`config.mk`:
```
export PLATFORM = sky130hd
export DESIGN_NAME = sorted_priority_queue_unit
export DESIGN_NICKNAME = d
export VERILOG_FILES = /design/src/hdl/spq_pkg.sv /design/src/hdl/spq_cell.sv /design/src/hdl/sorted_priority_queue_unit.sv
export SDC_FILE = /design/constraint.sdc
export NUM_CORES = 2
export LEC_CHECK = 0
export BUFFER_PORTS_ARGS = -buffer_cell sky130_fd_sc_hd__buf_2
export CAP_MARGIN = 25
export CORE_ASPECT_RATIO = 2
export CORE_MARGIN = 3
export CORE_UTILIZATION = 69
export CTS_CLUSTER_DIAMETER = 60
export CTS_CLUSTER_SIZE = 25
export DETAILED_ROUTE_END_ITERATION = 8
export PLACE_DENSITY_LB_ADDON = 0.08
export SYNTH_ARGS = -nofsm -noshare
export SYNTH_HDL_FRONTEND = slang
export SYNTH_SLANG_ARGS = --single-unit
```
`constraint.sdc`:
```
create_clock -name aclk -period 13.7 [get_ports aclk]
set_input_delay 0.685 -clock aclk [delete_from_list [all_inputs] [get_ports aclk]]
set_output_delay 0.685 -clock aclk [all_outputs]
set_load 0.02 [all_outputs]
```
`src/hdl/spq_pkg.sv`:
```
// Package for the sorted priority queue: commands, status codes, states and cell control.
`default_nettype none
package spq_pkg;

    localparam int DEF_CAPACITY = 16;
    localparam int VALUE_W      = 32;
    localparam int FIELD_W      = 5;
    localparam int S_TDATA_W    = 40;
    localparam int M_TDATA_W    = 48;

    typedef enum logic [1:0] {
        CMD_INSERT = 2'd0,
        CMD_REMOVE = 2'd1,
        CMD_FIND   = 2'd2
    } cmd_t;

    typedef enum logic [1:0] {
        STATUS_OK       = 2'd0,
        STATUS_NOTFOUND = 2'd1,
        STATUS_FULL     = 2'd2
    } status_t;

    typedef enum logic [1:0] {
        ST_IDLE,
        ST_APPLY,
        ST_RESULT
    } state_t;

    // Control broadcast to every cell of the row
    typedef struct packed {
        logic cmp;   // latch compare flags against the broadcast value
        logic ins;   // shift right of the insert point, write the value there
        logic rem;   // shift left from the first match onward
    } cell_ctl_t;

endpackage
`default_nettype wire

```
`src/hdl/spq_cell.sv`:
```
// One storage cell of the sorted row: holds an entry, its valid bit and compare flags.
`default_nettype none
module spq_cell
    import spq_pkg::*;
(
    input  wire logic                      aclk,
    input  wire logic                      aresetn,
    input  wire cell_ctl_t                 ctl,
    input  wire logic signed [VALUE_W-1:0] item_value,
    input  wire logic                      left_le,
    input  wire logic                      left_lt,
    input  wire logic signed [VALUE_W-1:0] left_value,
    input  wire logic                      left_valid,
    input  wire logic signed [VALUE_W-1:0] right_value,
    input  wire logic                      right_valid,
    output logic                           le,
    output logic                           lt,
    output logic signed [VALUE_W-1:0]      value,
    output logic                           valid,
    output logic                           ins_mark,
    output logic                           hit_mark
);

    logic signed [VALUE_W-1:0] value_reg;
    logic                      valid_reg;
    logic                      le_reg;
    logic                      lt_reg;

    // Hold compare flags and the valid bit
    always_ff @(posedge aclk) begin
        if (!aresetn) begin
            valid_reg <= 1'b0;
            le_reg    <= 1'b0;
            lt_reg    <= 1'b0;
        end else begin
            if (ctl.cmp) begin
                le_reg <= valid_reg && (value_reg <= item_value);
                lt_reg <= valid_reg && (value_reg < item_value);
            end
            if (ctl.ins && !le_reg) begin
                valid_reg <= left_le ? 1'b1 : left_valid;
            end else if (ctl.rem && !lt_reg) begin
                valid_reg <= right_valid;
            end
        end
    end

    // Take the new value at the insert point, the left entry beyond it,
    // or the right entry from the removed entry onward
    always_ff @(posedge aclk) begin
        if (ctl.ins && !le_reg) begin
            value_reg <= left_le ? item_value : left_value;
        end else if (ctl.rem && !lt_reg) begin
            value_reg <= right_value;
        end
    end

    assign le       = le_reg;
    assign lt       = lt_reg;
    assign value    = value_reg;
    assign valid    = valid_reg;
    assign ins_mark = left_le && !le_reg;
    assign hit_mark = left_lt && !lt_reg && le_reg;

endmodule
`default_nettype wire

```
`src/hdl/sorted_priority_queue_unit.sv`:
```
// Top level of the sorted priority queue: command channel, cell row and result register.
//
// Usage: each item on the s_ channel carries a command (insert, remove,
// find) and a signed 32-bit value; each item yields exactly one result on
// the m_ channel with status, position, head value, empty flag and count.
// Entries live in a row of CAPACITY cells kept in ascending order; every
// cell compares against the broadcast value in parallel and trades entries
// with its neighbors when the row shifts.
// Timing: the accept edge latches all compare flags, ST_APPLY shifts the row and
// updates the count, and ST_RESULT loads the result register once its slot is
// free. A new item is taken once the previous one reaches the result register;
// the row's compare-then-shift pair sets this.
// A stalled receiver holds the result register; the next item may still be
// accepted and worked up to its result load, where it waits for the slot.
// Reset (aresetn low, synchronous) empties the queue and drops any result.
`default_nettype none
module sorted_priority_queue_unit
    import spq_pkg::*;
#(
    parameter int CAPACITY = DEF_CAPACITY
) (
    input  wire logic                 aclk,
    input  wire logic                 aresetn,
    input  wire logic                 s_tvalid,
    output logic                      s_tready,
    // [1:0] cmd, [33:2] item_value, [39:34] zero
    input  wire logic [S_TDATA_W-1:0] s_tdata,
    output logic                      m_tvalid,
    input  wire logic                 m_tready,
    // [1:0] status, [6:2] position, [38:7] head_value, [39] is_empty,
    // [44:40] entry_count, [47:45] zero
    output logic [M_TDATA_W-1:0]      m_tdata
);

    localparam int IDX_W = $clog2(CAPACITY);
    localparam int CNT_W = $clog2(CAPACITY + 1);

    state_t state_reg, state_next;

    logic [1:0]                cmd_reg;
    logic signed [VALUE_W-1:0] item_reg;
    logic [CNT_W-1:0]          count_reg, count_next;
    logic [1:0]                status_reg, status_next;
    logic [IDX_W-1:0]          pos_reg, pos_next;
    logic                      m_tvalid_reg;
    logic [M_TDATA_W-1:0]      m_tdata_reg;

    logic                      s_accept;
    logic                      full;
    logic                      hit;
    logic                      load_result;
    logic [IDX_W-1:0]          ins_pos;
    logic [IDX_W-1:0]          hit_pos;
    logic signed [VALUE_W-1:0] bcast_value;
    cell_ctl_t                 ctl;

    logic [CAPACITY-1:0]               le_vec;
    logic [CAPACITY-1:0]               lt_vec;
    logic [CAPACITY-1:0]               valid_vec;
    logic [CAPACITY-1:0]               ins_mark_vec;
    logic [CAPACITY-1:0]               hit_mark_vec;
    logic signed [VALUE_W-1:0]         value_vec [CAPACITY];

    assign s_tready    = (state_reg == ST_IDLE);
    assign s_accept    = s_tvalid && s_tready;
    assign full        = (count_reg == CNT_W'(CAPACITY));
    assign load_result = (state_reg == ST_RESULT) && (!m_tvalid_reg || m_tready);

    // Compare against the incoming value at acceptance, write the held one later
    assign bcast_value = s_accept ? s_tdata[33:2] : item_reg;

    assign ctl.cmp = s_accept;
    assign ctl.ins = (state_reg == ST_APPLY) && (cmd_reg == CMD_INSERT) && !full;
    assign ctl.rem = (state_reg == ST_APPLY) && (cmd_reg == CMD_REMOVE) && hit;

    // Build the cell row; the ends see a closed boundary
    for (genvar i = 0; i < CAPACITY; i++) begin : g_cell
        logic                      l_le, l_lt, l_valid, r_valid;
        logic signed [VALUE_W-1:0] l_value, r_value;

        if (i == 0) begin : g_first
            assign l_le    = 1'b1;
            assign l_lt    = 1'b1;
            assign l_value = '0;
            assign l_valid = 1'b0;
        end else begin : g_inner_l
            assign l_le    = le_vec[i-1];
            assign l_lt    = lt_vec[i-1];
            assign l_value = value_vec[i-1];
            assign l_valid = valid_vec[i-1];
        end

        if (i == CAPACITY - 1) begin : g_last
            assign r_value = '0;
            assign r_valid = 1'b0;
        end else begin : g_inner_r
            assign r_value = value_vec[i+1];
            assign r_valid = valid_vec[i+1];
        end

        spq_cell u_cell (
            .aclk        (aclk),
            .aresetn     (aresetn),
            .ctl         (ctl),
            .item_value  (bcast_value),
            .left_le     (l_le),
            .left_lt     (l_lt),
            .left_value  (l_value),
            .left_valid  (l_valid),
            .right_value (r_value),
            .right_valid (r_valid),
            .le          (le_vec[i]),
            .lt          (lt_vec[i]),
            .value       (value_vec[i]),
            .valid       (valid_vec[i]),
            .ins_mark    (ins_mark_vec[i]),
            .hit_mark    (hit_mark_vec[i])
        );
    end

    // Encode the one-hot boundary marks into positions
    always_comb begin
        ins_pos = '0;
        hit_pos = '0;
        for (int i = 0; i < CAPACITY; i++) begin
            if (ins_mark_vec[i]) ins_pos = ins_pos | IDX_W'(i);
            if (hit_mark_vec[i]) hit_pos = hit_pos | IDX_W'(i);
        end
    end
    assign hit = |hit_mark_vec;

    // Next state, status, position and count
    always_comb begin
        state_next  = state_reg;
        status_next = status_reg;
        pos_next    = pos_reg;
        count_next  = count_reg;
        case (state_reg)
            ST_IDLE: begin
                if (s_accept) state_next = ST_APPLY;
            end
            ST_APPLY: begin
                state_next  = ST_RESULT;
                status_next = STATUS_NOTFOUND;
                pos_next    = '0;
                case (cmd_reg)
                    CMD_INSERT: begin
                        if (full) begin
                            status_next = STATUS_FULL;
                        end else begin
                            status_next = STATUS_OK;
                            pos_next    = ins_pos;
                            count_next  = count_reg + 1'b1;
                        end
                    end
                    CMD_REMOVE: begin
                        if (hit) begin
                            status_next = STATUS_OK;
                            pos_next    = hit_pos;
                            count_next  = count_reg - 1'b1;
                        end
                    end
                    CMD_FIND: begin
                        if (hit) begin
                            status_next = STATUS_OK;
                            pos_next    = hit_pos;
                        end
                    end
                    default: begin
                        status_next = STATUS_NOTFOUND;
                    end
                endcase
            end
            ST_RESULT: begin
                if (load_result) state_next = ST_IDLE;
            end
            default: begin
                state_next = ST_IDLE;
            end
        endcase
    end

    // Advance control state and the entry count
    always_ff @(posedge aclk) begin
        if (!aresetn) begin
            state_reg <= ST_IDLE;
            count_reg <= '0;
        end else begin
            state_reg <= state_next;
            count_reg <= count_next;
        end
    end

    // Hold the command and the per-item outcome
    always_ff @(posedge aclk) begin
        if (s_accept) begin
            cmd_reg  <= s_tdata[1:0];
            item_reg <= s_tdata[33:2];
        end
        status_reg <= status_next;
        pos_reg    <= pos_next;
    end

    // Result register: load when the slot frees, drop on handshake
    always_ff @(posedge aclk) begin
        if (!aresetn) begin
            m_tvalid_reg <= 1'b0;
        end else if (load_result) begin
            m_tvalid_reg <= 1'b1;
        end else if (m_tready) begin
            m_tvalid_reg <= 1'b0;
        end
    end

    always_ff @(posedge aclk) begin
        if (load_result) begin
            m_tdata_reg <= {3'b000, FIELD_W'(count_reg), (count_reg == '0),
                            (valid_vec[0] ? value_vec[0] : {VALUE_W{1'b0}}),
                            FIELD_W'(pos_reg), status_reg};
        end
    end

    assign m_tvalid = m_tvalid_reg;
    assign m_tdata  = m_tdata_reg;

    // The count never passes the row length
    a_count_bound: assert property (@(posedge aclk) disable iff (!aresetn)
        count_reg <= CNT_W'(CAPACITY))
        else $error("entry count exceeds capacity");

    // Valid cells match the count
    a_valid_count: assert property (@(posedge aclk) disable iff (!aresetn)
        $countones(valid_vec) == 32'(count_reg))
        else $error("valid cells disagree with entry count");

    // At most one insert point in the row
    a_ins_onehot: assert property (@(posedge aclk) disable iff (!aresetn)
        (state_reg == ST_APPLY) |-> $onehot0(ins_mark_vec))
        else $error("multiple insert points");

    // An accepted item moves on to the shift cycle
    a_accept_apply: assert property (@(posedge aclk) disable iff (!aresetn)
        s_accept |=> (state_reg == ST_APPLY))
        else $error("accepted item not applied");

endmodule
`default_nettype wire
```
After elaboration in Yosys (flattened, before gate mapping). Cells that the tools add are included.

Flip-flop bits (word level): 652. Logic and storage cells: 431. Output and inout bits: 50.

Order comparisons: 32. Muxes and demuxes: 139. Add/sub/neg operators: 2. Reduce and logical (&&, ||, !) cells: 176. Equality and inequality tests: 9.

Operators by type and width (number): 32-bit two-way mux (48); 32-bit <= comparator (16); 32-bit < comparator (16); 1-bit logical AND (116); 4-bit two-way mux (18); 1-bit two-way mux (52); 2-bit nonzero test (18); 1-bit zero test (34); 3-bit two-way mux (8); 16-bit OR reduction (1); 2-bit two-way mux (7); 5-bit two-way mux (2); 5-bit one-hot mux with 2 select lines (1); 4-bit one-hot mux with 2 select lines (1); 2-bit != test (second input constant) (3); 2-bit one-hot mux with 3 select lines (1); 5-bit by 1-bit adder with 5-bit output (second input constant) (1); 5-bit == test (second input constant) (1); 5-bit zero test (1); 5-bit by 1-bit subtractor with 5-bit output (second input constant) (1); 2-bit by 1-bit == test with 1-bit output (second input constant) (2); 2-bit == test (second input constant) (2); 2-bit zero test (2); 2-bit one-hot mux with 2 select lines (1); other kinds (5) (5).

Depth between registers and ports, before layout.
Depth after elaboration: 20. Gate-level depth with buffers: 13.

Hierarchy. Synthesis repeated with hierarchy kept, for this count alone.

Cell total of the unflattened synthesis: 4710. Area, all modules: 44921.8 µm².

By module, submodules not included: spq_cell (seq. area each 1021.0 µm², cells each 278, times used 16, area an instance 2583.7 µm²); sorted_priority_queue_unit (seq. area each 2362.3 µm², cells each 262, times used 1, area an instance 3582.2 µm²).

Worst setup path after synthesis. Ideal clock, no wire load.

Path kind: input-to-reg. Start: input port s_tvalid. End: register g_cell[4].u_cell.le_reg. Setup time: 0.071 ns. Path buffers: 3. Data required time: 13.629 ns. Arrival: 4.754 ns. Setup slack: 8.875 ns. Stages on the path: 13. Cells stage by stage: or3b_4 > buf_6 > buf_2 > mux2i_1 > clkbuf_1 > ha_1 > and4_1 > a221o_1 > a41o_1 > a2111o_1 > a2111oi_2 > mux2i_1 > o21bai_1.

Cells in the longest elaborated chain, start to end: 4.

RTL lines: from (decl) (RTL line sorted_priority_queue_unit.sv:24) `input wire logic s_tvalid,`; 1-bit logical AND (*) (RTL line sorted_priority_queue_unit.sv:65) `assign s_accept = s_tvalid && s_tready;`; 32-bit two-way mux; 32-bit <= comparator (RTL line spq_cell.sv:37) `le_reg <= valid_reg && (value_reg <= item_value);`; 1-bit logical AND (RTL line spq_cell.sv:37); to (signal assigned) (RTL line spq_cell.sv:37); to (decl) (RTL line spq_cell.sv:26) `logic le_reg;`.

Every way passes the cells marked *; elsewhere a longest branch is shown, timed or not. A chain may end at the register's enable or synchronous reset.

Final worst setup path.
Start: register state_reg[1]. End: register g_cell[13].u_cell.le_reg.

Cells in the longest elaborated chain, start to end: 5.

RTL lines: from (decl) (RTL line sorted_priority_queue_unit.sv:38) `state_t state_reg, state_next;`; from (signal assigned) (RTL line sorted_priority_queue_unit.sv:189) `state_reg <= state_next;`; 2-bit zero test (*) (RTL line sorted_priority_queue_unit.sv:64) `assign s_tready = (state_reg == ST_IDLE);`; 1-bit logical AND (*) (RTL line sorted_priority_queue_unit.sv:65); 32-bit two-way mux; 32-bit <= comparator (RTL line spq_cell.sv:37); 1-bit logical AND (RTL line spq_cell.sv:37); to (signal assigned) (RTL line spq_cell.sv:37); to (decl) (RTL line spq_cell.sv:26).

Marks and branches as above.

==> impl_metrics.env <==
export IMPL_run_status="complete, no violations"
export IMPL_number_of_slew_limit_violations_in_the_final_report=0
export IMPL_synth_largest_area_cell="edfxtp_1"
export IMPL_min_to="cmd_reg[0]"
export IMPL_postSynthCellCount=4637
export IMPL_timing_max_cap_violations=0
export IMPL_synth_top_area_share=0.401
export IMPL_fp_dieH_um=356
export IMPL_maxClockFrequency_mhz=175
export IMPL_clk_path_buf_depth=3
export IMPL_post_cts_resize_count=0
export IMPL_timing_reg2reg_worst_path_depth=14
export IMPL_setup_tns_final_ns=0
export IMPL_numClockSinks=652
export IMPL_crit_chain="or3b_4, buf_4, buf_4, mux2i_4, buf_4, ha_1, nand4_1, nor4_1, buf_4, nand3_1, o21ai_0, a211oi_1, mux2i_1, o21ai_1"
export IMPL_slew_headroom=0.297
export IMPL_fin_skew_ns=0.0281
export IMPL_design_die_area_mm2=0.0645
export IMPL_globalRouteTotalUtil=0.355
export IMPL_final_period_minus_worst_setup_slack_ns=5.72
export IMPL_yosys_top_cells_area="edfxtp_1 40%, ha_1 14%, o21ai_0 9.6%"
export IMPL_critical_path_startpoint_type="register"
export IMPL_die_width_um=181
export IMPL_initial_core_util=0.700
export IMPL_synth_seq_cells=652
export IMPL_min_from="s_tdata[0]"
export IMPL_ir_drop_uv=111
export IMPL_timing_reg2reg_setup_slack_ns=7.98
export IMPL_startpoint_of_the_worst_setup_timing_path="state_reg[1]"
export IMPL_power_density_relative_to_cell_area_mw_per_mm2=98.6
export IMPL_hold_buffers=0
export IMPL_critical_path_reg2reg_startpoint="state_reg[1]"
export IMPL_cpMostUsedCell="buf_4"
export IMPL_port_buffers=83
export IMPL_wl_mm=116
export IMPL_via_count_of_the_first_global_routing_pass=34900
export IMPL_detail_route_wl_per_cell_um=21.5
export IMPL_ys_warnings_count=0
export IMPL_floorplan_core_area_mm2=0.0604
export IMPL_drtAntennaViolNets=0
export IMPL_worst_pin_slew_ns=1.05
export IMPL_detailedRoute_firstIterationViolations=2957
export IMPL_synth_edff_count=564
export IMPL_antenna_cells=0
export IMPL_io_pins=94
export IMPL_worstPathMaxFanout=33
export IMPL_grt_start_max_net_pins=70
export IMPL_synth_most_common_cell="o21ai_0"
export IMPL_hold_violations=0
export IMPL_post_synth_most_frequent_cells="809 x o21ai_0, 804 x nand2_1, 564 x edfxtp_1"
export IMPL_detailroute_via_count=35000
export IMPL_post_cts_setup_buffers=0
export IMPL_grt_pass1_wl_mm=183
export IMPL_gr_ovfl_total=0
export IMPL_synth_async_reset_ratio=0
export IMPL_ys_seq_area_frac=0.442
export IMPL_grt_antenna_before_repair=0
export IMPL_timing_final_crit_share=0.418
export IMPL_dominantRegCellSynth="edfxtp_1"
export IMPL_insertion_delay_ns=0.59
export IMPL_gp_congestion=0.935
export IMPL_worst_endpoint_arrival_ns=6.17
export IMPL_remaining_drc_errors=0
export IMPL_power_consumption_mw=4.46
export IMPL_min_delay_path_depth=1
export IMPL_fin_worst_hold_slack_ns=0.269
export IMPL_placementRows=127
export IMPL_hold_path_class="input port to register"
export IMPL_place_detailed_hpwl_mm=88.0
export IMPL_end_kind="register"
export IMPL_synthesis_area_per_instance_um2=9.12
export IMPL_layout_area_overhead_vs_synth_pct=6.99
export IMPL_setup_worst_path_class="register to register"
export IMPL_finalSetupViolCount=0
export IMPL_cts_made_buffers=37
export IMPL_worst_setup_hold_path_clk_slew_ns=0.10
export IMPL_largest_register_ff_count=512
export IMPL_grt_setup_unrepaired="false"
export IMPL_cts_htree_levels=2
export IMPL_r2r_end="g_cell[13].u_cell.le"
export IMPL_required_time_at_the_worst_slack_endpoint_ns=14.15
export IMPL_viasPerCell=6.51
export IMPL_layout_nets=5104
export IMPL_tritoncts="yes"
export IMPL_synth_cell_type_count=83
export IMPL_root_buffer="clkbuf_16"
export IMPL_first_pass_drt_iterations=6
export IMPL_timing_critical_path_slowest_cell_delay_ns=0.73
export IMPL_combined_area_of_all_synthesized_cells_mm2=0.0423
export IMPL_post_route_cells_drive_above_1_share=0.0755
export IMPL_leakage_nw=18.0
export IMPL_crit_slowest_cell="or3b_4"
-- power by group --
| part | switching (mW) | internal (mW) | total, mW | leakage [nW] |
|---|---|---|---|---|
| clock | 0.718 | 0.542 | 1.26 | 0.572 |
| sequential | 0.0373 | 2.20 | 2.23 | 5.88 |
| combinational | 0.620 | 0.346 | 0.966 | 11.5 |
| total | 1.38 | 3.08 | 4.46 | 18.0 |
-- cells in the final DEF (no fill, tap or decap), types with 9 or more instances in the layout --
master / instances
nand2_1: 804
o21ai_0: 793
edfxtp_1: 564
ha_1: 486
a21oi_1: 375
nor2_1: 347
nand4_1: 115
inv_1: 98
a21o_1: 95
buf_2: 83
buf_4: 80
dfxtp_1: 79
a211oi_1: 56
nor3_1: 45
nand3_1: 41
and2_1: 38
clkbuf_16: 38
mux2i_1: 30
xnor2_1: 30
mux2i_4: 29
nor4_1: 27
or2_2: 19
nor2b_1: 17
nand3b_1: 15
and4_1: 15
o21ai_4: 14
nand2b_1: 14
maj3_1: 14
a2111oi_0: 13
buf_16: 11
o211ai_1: 10
or4_1: 9
o31ai_1: 9
a221oi_1: 9
dfxtp_2: 9
-- layout make-up --
type	instances	area [um2]
clock inverter	18	170
tap	774	968
clock buffer	46	991
fill	4582	15100
multi-input combinational	3601	22700
timing repair buffer	174	1320
inverter	107	404
sequential	652	18700
-- cell families (layout without fill, tap and decap cells) --
family                   count (synthesis)  after routing  share of synthesized area
XOR/XNOR                                36             36                    0.00763
adder cells (fa/ha/maj)                504            504                      0.148
other                                    1              4                  0.0000887
AO/OA/AOI/OAI                         1447           1447                      0.190
AND/OR/NAND/NOR                       1548           1548                      0.161
flip-flops                             652            652                      0.442
multiplexers                            62             62                     0.0147
buffers and inverters                  387            345                     0.0355
-- critical path, delay by kind of cell (launching register included) --
family,cells,cell delay (ns)
AO/OA/AOI/OAI,3,0.80
multiplexers,2,0.55
buffers and inverters,4,1.77
AND/OR/NAND/NOR,4,1.63
flip-flops,1,0.42
adder cells (fa/ha/maj),1,0.34
-- per-layer routing --
metal | track usage | wire, um
met3 | 0.0281 | 4990
met5 | 0 | 0
met2 | 0.649 | 60000
met1 | 0.375 | 40200
met4 | 0.273 | 10600
-- stage by stage --
step | setup WS [ns] | instances | cell area, um2 | util
global route | 7.70 | 5372 | 45200 | 0.749
detailed placement | 7.53 | 5308 | 44100 | 0.730
floorplan | 8.88 | 4640 | 42300 | -
CTS | 7.98 | 5372 | 45200 | 0.749
global placement | 7.55 | 5297 | 43800 | 0.725
finish | 7.98 | 5372 | 45200 | 0.749
-- how the worst max path moves through the flow --
| stage | to | slack (ns) | cells past startpoint |
|---|---|---|---|
| CTS | g_cell[4].u_cell.le | 7.98 | 13 |
| global route | g_cell[6].u_cell.le | 7.70 | 13 |
| floorplan | g_cell[4].u_cell.le | 8.88 | 13 |
| finish | g_cell[13].u_cell.le | 7.98 | 14 |
| detailed placement | g_cell[4].u_cell.le | 7.53 | 14 |
| global placement | g_cell[4].u_cell.le | 7.55 | 14 |
Note: power is estimated with default switching activity, not from simulation.
